==> src/rtl/huu_pkg.sv <==
// ----------------------------------------------------------------------------
// Hopfield unit update package
// Sizes, command codes, controller/datapath bundles and field saturation.
// ----------------------------------------------------------------------------
package huu_pkg;

    localparam int UNITS    = 64;
    localparam int UNIT_W   = $clog2(UNITS);
    localparam int W_DEPTH  = UNITS * UNITS;
    localparam int W_ADDR_W = $clog2(W_DEPTH);
    localparam int WEIGHT_W = 16;
    localparam int ACC_W    = WEIGHT_W + UNIT_W + 1;
    localparam int FIELD_W  = 23;
    localparam int SAT_W    = (ACC_W > FIELD_W) ? ACC_W : FIELD_W;

    localparam logic [1:0] CMD_LOAD_W = 2'd0;
    localparam logic [1:0] CMD_LOAD_A = 2'd1;
    localparam logic [1:0] CMD_UPDATE = 2'd2;

    localparam logic signed [SAT_W-1:0] FIELD_MAX = SAT_W'(4194303);
    localparam logic signed [SAT_W-1:0] FIELD_MIN = SAT_W'(-4194304);

    typedef logic signed [ACC_W-1:0]   t_acc;
    typedef logic signed [FIELD_W-1:0] t_field;

    // Commands from the controller to the datapath.
    typedef struct packed {
        logic latch;
        logic exec;
        logic rd_issue;
        logic decide;
        logic out_load;
    } t_ctrl_cmd;

    // Status from the datapath to the controller.
    typedef struct packed {
        logic is_update;
        logic idx_ok;
        logic last_col;
        logic out_free;
    } t_dp_stat;

    function automatic t_field sat_field(input t_acc s);
        logic signed [SAT_W-1:0] x;
        x = SAT_W'(s);
        if (x > FIELD_MAX) begin
            x = FIELD_MAX;
        end else if (x < FIELD_MIN) begin
            x = FIELD_MIN;
        end
        return t_field'(x[FIELD_W-1:0]);
    endfunction

endpackage

==> src/rtl/huu_ctrl.sv <==
// ----------------------------------------------------------------------------
// Hopfield unit update controller
// Sequences load, row walk, decision and result hand-off for one item.
// ----------------------------------------------------------------------------
module huu_ctrl
    import huu_pkg::*;
(
    input  logic      i_clk,
    input  logic      i_rst_n,
    input  logic      i_in_valid,
    output logic      o_in_ready,
    input  t_dp_stat  i_stat,
    output t_ctrl_cmd o_cmd
);

    localparam logic [2:0] S_IDLE   = 3'd0;
    localparam logic [2:0] S_EXEC   = 3'd1;
    localparam logic [2:0] S_READ   = 3'd2;
    localparam logic [2:0] S_DRAIN  = 3'd3;
    localparam logic [2:0] S_DECIDE = 3'd4;
    localparam logic [2:0] S_DONE   = 3'd5;

    logic [2:0] r_state;
    logic [2:0] n_state;

    always_comb begin
        n_state    = r_state;
        o_cmd      = '0;
        o_in_ready = 1'b0;
        unique case (r_state)
            S_IDLE: begin
                // No beat is taken while reset is held.
                o_in_ready = i_rst_n;
                if (i_in_valid && i_rst_n) begin
                    o_cmd.latch = 1'b1;
                    n_state     = S_EXEC;
                end
            end
            S_EXEC: begin
                o_cmd.exec = 1'b1;
                n_state    = (i_stat.is_update && i_stat.idx_ok) ? S_READ : S_DONE;
            end
            S_READ: begin
                o_cmd.rd_issue = 1'b1;
                if (i_stat.last_col) begin
                    n_state = S_DRAIN;
                end
            end
            S_DRAIN: begin
                n_state = S_DECIDE;
            end
            S_DECIDE: begin
                o_cmd.decide = 1'b1;
                n_state      = S_DONE;
            end
            S_DONE: begin
                if (i_stat.out_free) begin
                    o_cmd.out_load = 1'b1;
                    n_state        = S_IDLE;
                end
            end
            default: begin
                n_state = S_IDLE;
            end
        endcase
    end

    always_ff @(posedge i_clk) begin
        if (!i_rst_n) begin
            r_state <= S_IDLE;
        end else begin
            r_state <= n_state;
        end
    end

endmodule

==> config.mk <==
export PLATFORM = sky130hd
export DESIGN_NAME = huu_ctrl
export DESIGN_NICKNAME = d
export VERILOG_FILES = /design/src/rtl/huu_pkg.sv /design/src/rtl/huu_ctrl.sv
export SDC_FILE = /design/constraint.sdc
export NUM_CORES = 1
export LEC_CHECK = 0
export BUFFER_PORTS_ARGS = -buffer_cell sky130_fd_sc_hd__buf_4
export CAP_MARGIN = 40
export CORE_AREA = 2 2 39 41
export DETAILED_ROUTE_END_ITERATION = 10
export DIE_AREA = 0 0 41 43
export PLACE_DENSITY_LB_ADDON = 0.05
export SLEW_MARGIN = 20
export SYNTH_ARGS = -nofsm -noshare
export SYNTH_HDL_FRONTEND = slang
export SYNTH_SLANG_ARGS = --single-unit
==> constraint.sdc <==
create_clock -name i_clk -period 1.65 [get_ports i_clk]
set_input_delay 0.2475 -clock i_clk [delete_from_list [all_inputs] [get_ports i_clk]]
set_output_delay 0.2475 -clock i_clk [all_outputs]
set_load 0.02 [all_outputs]
==> flow_summary.toml, run 1 <==
[timing]
tightest_slew_ns = 0.418
setup_tns_ns = 0
finalHoldViolations = 0
hold_slack_ns = 0.302
fmax_ghz = 0.656
rsz0062_at_grt = "false"
clock-skew-final_ns = 0.00279
setup_viol = 0
final_max_slew_viol_count = 0
min_period_ns = 1.52
fin_crit_sh_pct = 92.4
max_slew_margin_pct = 72.1

[route]
drtPass1Iterations = 2
vias = 249
wl_met1_um = 283
drc = 0
drtIter0Drc = 2
route.met2.wl_um = 292
wl_um = 599
wl_met3_um = 23
ant_nets = 0
topRoutingLayerUsed = "met3"
routedWlPerCell_um = 10.5
vias_per_cell = 4.37

[floorplanning]
die_y_um = 43
rows = 14
start_util_pct = 16.4
ios = 13
fp.dieW_um = 41
core_mm2 = 0.00138
die-area_mm2 = 0.00176

[synthesis]
yosys_warnings = 0
ys_seq_area_share_pct = 26.5
syn_inst = 28
yosys.area.top_type_share_pct = 26.5
ys_seq_elements = 3
synth_area_leaders = "dfxtp_1, nor3b_1, buf_6, mux2_2, nor2_1"
synth_cell_type_count = 19
syn_nets = 35
avgSynthCellArea_um2 = 8.09
yosys.area.top_type = "dfxtp_1"
netlist_area_um2 = 226

[cts]
h-tree-depth = 1
clock_path_buffers = 2
cts_setup_buffers = 0
worstSkewPairLatency_ns = 0.23
numCtsBuffers = 3
cts_resized = 0
path_clk_slew_ns = 0.04
cts_tree = "yes"
holdBufCountCts = 0
cts_root_buf = "clkbuf_4"
cts_num_sinks = 3

[critical_path]
crit_type = "reg2out"
arrival_ns = 1.28
cp-start-kind = "flop"
worstPathCellList = "nor4b_4 > and2_1 > buf_4"
worst_path_largest_cell_delay_ns = 0.42
crit_fanout = 10
critPathRequiredTime_ns = 1.40
end_kind = "output pin"
cp_slowest_cell = "dfxtp_1"

[status]
status = "finished, final reports clean"

[final_layout]
n_fill_cell = 163
regArea_um2 = 60.1
top_register = "r_state"
multi_input_area_um2 = 160
reg_top3 = "r_state x3"
areaGrowthSynthToFinish_pct = 57.5
largest_register_ff_count = 3
drive_gt1_share_pct = 41.5
antennaDiodeCount = 0
fin_cells = 57
fin_nets = 49

[power]
p_leak_nw = 0.152
powerDensity_mw_per_mm2 = 890
ir_worst_vdd_v = 0.000272

[grt]
grt_max_degree = 11
grt_usage_pct = 9.01
grt_pass1_wl_um = 1060
grt-ovfl-total = 0
antenna_found_initial = 0
grt_pass1_vias = 254

[min_path]
hold_class = "in2reg"

[placement]
dp_cells = 53
dp_hpwl_um = 426
io_buffer_count = 12
place_congestion = 0.668

[job]
cap_violations = 0
==> path summary, 6_finish.rpt <==
path                           startpoint                 endpoint  slack, ns  cells after the start
setup / recovery  r_state[0]$_SDFFE_PN0P_                 o_cmd[4]       0.13                      3
hold / removal                  i_stat[0]  r_state[0]$_SDFFE_PN0P_       0.30                      3
hold reg to reg   r_state[2]$_SDFFE_PN0P_  r_state[2]$_SDFFE_PN0P_       0.69                      2
setup reg to reg  r_state[1]$_SDFFE_PN0P_  r_state[0]$_SDFFE_PN0P_       0.23                      3
==> cells in the mapped netlist (all sizes together) <==
cell type,number
a211oi,1
a21oi,2
and2,1
and3b,1
buf,3
dfxtp,3
mux2,1
mux2i,1
nand2,2
nand2b,1
nand3b,1
nor2,3
nor3b,3
nor4b,1
o21ai,1
o31ai,1
or3,1
or3b,1
==> area by class of cell <==
class                   instances  area share [%]
clock buffers                   4            7.37
multi-input cells              22            44.9
flip-flops and latches          3            16.8
well taps                      16            5.61
repair buffers                 12            25.3
==> placed cells by master (no fill, tap or decap) <==
| master | n |
|---|---|
| mux2i_1 | 1 |
| or3b_1 | 1 |
| a211oi_1 | 1 |
| nor4b_4 | 1 |
| and2_1 | 1 |
| o21ai_0 | 1 |
| dfxtp_1 | 3 |
| nor3b_1 | 3 |
| nand3b_1 | 1 |
| clkbuf_1 | 1 |
| nand2_1 | 2 |
| clkbuf_4 | 3 |
| a21oi_1 | 2 |
| buf_4 | 12 |
| or3_1 | 1 |
| o31ai_1 | 1 |
| nor2_1 | 3 |
| mux2_2 | 1 |
| and3b_1 | 1 |
| nand2b_1 | 1 |
==> power by group <==
part           internal, mW  switching, mW  total, mW
Clock                0.0906         0.0373      0.128
Combinational        0.0490         0.0381     0.0871
Sequential           0.0799         0.0223      0.102
Total                 0.219         0.0978      0.317
==> critical path: cells and delay by family (launching register included) <==
family	cells	cell delay (ns)
buffers and inverters	1	0.13
DFF	1	0.42
and+or+nand+nor	2	0.49
==> metrics by stage <==
stage               util (%)  worst slack (ns)  total power, mW  instance area, um^2
floorplan                  -             0.102            0.151                  233
global placement        23.2             0.323            0.185                  322
detailed placement      23.2             0.270            0.185                  322
CTS                     25.1            0.0903            0.320                  348
global route            25.8            0.0420            0.338                  357
finish                  25.8             0.125            0.317                  357
==> layer usage <==
metal / global-route usage, % / up-vias
li1: - / 125
met5: 0 / -
met4: 8.00 / 0
met3: 1.57 / 0
met2: 10.6 / 8
met1: 13.1 / 116
==> cells by family after synthesis <==
group | share of synthesized area [%]
flops | 26.5
buf+inv | 9.39
compound gates | 13.3
simple gates | 41.4
mux | 9.39
Power figures use the tool's default switching activity.
==> run 2, diff against run 1 <==
- ABC_AREA: not set -> 1
- BUFFER_PORTS_ARGS: -buffer_cell sky130_fd_sc_hd__buf_4 -> not set
- DONT_BUFFER_PORTS: not set -> 1
==> flow_summary.toml, run 2 <==
[synthesis]
netlist_area_um2 = 233
syn_nets = 46
avgSynthCellArea_um2 = 5.97
synth_cell_type_count = 14
syn_inst = 39
ys_seq_area_share_pct = 25.8
yosys.area.top_type = "dfxtp_1"
synth_area_leaders = "dfxtp_1, nand2_1, inv_1, nor3_2, nor2_1"
yosys_warnings = 0
yosys.area.top_type_share_pct = 25.8
async_flop_share_pct = 0
synth_most_common_cell = "nand2_1"
synth_ff_type = "dfxtp_1"
yosys-top-cells-count = "nand2_1, inv_1, nor2_1"
synth-edff-count = 0
ys_seq_elements = 3

[cts]
numCtsBuffers = 3
holdBufCountCts = 0
cts_resized = 0
clock_path_buffers = 2
h-tree-depth = 1
path_clk_slew_ns = 0.04
cts_root_buf = "clkbuf_4"
cts_tree = "yes"
cts_setup_buffers = 0
cts_num_sinks = 3
worstSkewPairLatency_ns = 0.23

[critical_path]
end_kind = "output pin"
worst_path_largest_cell_delay_ns = 0.46
crit_fanout = 8
reg2regPathDepth = 4
cpLargestDelayFamily = "flip-flops"
cp_slowest_cell = "dfxtp_1"
r2r-start = "r_state[0]$_SDFFE_PN0P_"
crit_cells = 3
critPathRequiredTime_ns = 1.40
cp.buffers_inverters = 2
crit_type = "reg2out"
cp-start-kind = "flop"
crit_path_start = "r_state[0]$_SDFFE_PN0P_"
worstPathCellList = "inv_1 > nor4_1 > buf_4"
arrival_ns = 1.26

[placement]
dp_hpwl_um = 508
post_dp_cell_area_um2 = 249
place_congestion = 0.702
dp_cells = 55
io_buffer_count = 0

[timing]
clock-skew-final_ns = 0.00122
finalHoldViolations = 0
fmax_ghz = 0.662
setup_viol = 0
rsz0062_at_grt = "false"
final_max_slew_viol_count = 0
hold_slack_ns = 0.117
setup_tns_ns = 0
min_period_ns = 1.51
tightest_slew_ns = 0.437
max_slew_margin_pct = 70.7
fin_crit_sh_pct = 91.5

[final_layout]
design_area_um2 = 275
fin_cells = 59
areaGrowthSynthToFinish_pct = 18.3
largest_register_ff_count = 3
layout_common_cells = "nand2_1, inv_1, nor2_1"
drive_gt1_share_pct = 16.3
fin_nets = 51
reg_top3 = "r_state x3"
top_register = "r_state"
final_common_cell = "nand2_1"
antennaDiodeCount = 0

[floorplanning]
rows = 14
die-area_mm2 = 0.00176
start_util_pct = 16.8
fp.dieW_um = 41
ios = 13
die_y_um = 43
core_mm2 = 0.00138

[route]
drc = 0
vias = 259
routedWlPerCell_um = 10.3
wl_um = 605
drtIter0Drc = 9
drtPass1Iterations = 2
ant_nets = 0
vias_per_cell = 4.39

[grt]
antenna_found_initial = 0
grt-ovfl-total = 0
grt_pass1_vias = 243
use_met3_pct = 1.57
grt_pass1_wl_um = 938
use_met2_pct = 12.8
busiest_layer = "met2"
grt_usage_pct = 8.22
grtUsageMet1_pct = 9.29
grt_max_degree = 9

[min_path]
hold_class = "in2reg"
hold_depth = 2
min_from = "i_rst_n"

[power]
powerDensity_mw_per_mm2 = 1210
p_total_uw = 332
ir_worst_vdd_v = 0.000247
p_leak_nw = 0.156

[job]
cap_violations = 0

[status]
status = "finished, final reports clean"
-- run 2: changes by cell type after synthesis, sizes merged, moves of 2 or more --
cell   before  now
nor3b       3    0
a21oi       2    0
inv         0    9
nor3        0    2
nand2       2   10
buf         3    1
nand3       0    3
nor2        3    5
-- run 2: logic make-up (layout without fill, tap and decap cells) --
kind of cell           Yosys count  after routing  share of synthesized area (%)
AOI/OAI and AO/OA                4              4                           10.2
buffers and inverters           10             14                           19.4
and+or+nand+nor                 22             22                           44.6
DFF                              3              3                           25.8
-- run 2: final timing paths --
kind | end | slack, ns
min reg2reg | r_state[2]$_SDFFE_PN0P_ | 0.72
min | r_state[0]$_SDFFE_PN0P_ | 0.12
max reg2reg | r_state[1]$_SDFFE_PN0P_ | 0.40
max | o_cmd[0] | 0.14
-- run 2: through the flow --
stage	utilization, %	setup slack [ns]
3_3_place_gp	18.0	0.411
4_1_cts	19.9	0.129
3_5_place_dp	18.0	0.377
5_1_grt	19.9	0.0231
2_1_floorplan	-	0.219
6_report	19.9	0.140
-- run 2: metal layers --
metal	routed length, um	vias up
met5	0	-
met4	16	0
met3	43	2
met2	292	13
met1	252	114
li1	-	130
-- run 2: layout make-up --
type | instances | area (um^2)
flip-flops and latches | 3 | 60.1
repair buffers | 1 | 7.51
multi-input cells | 26 | 128
clock buffers | 4 | 26.3
fillers | 169 | 1110
well taps | 16 | 20.0
inverters | 9 | 33.8
-- run 2: where the power goes --
part	internal, mW	switching [mW]
combinational	0.0289	0.0707
sequential	0.0834	0.0227
clock	0.0905	0.0359
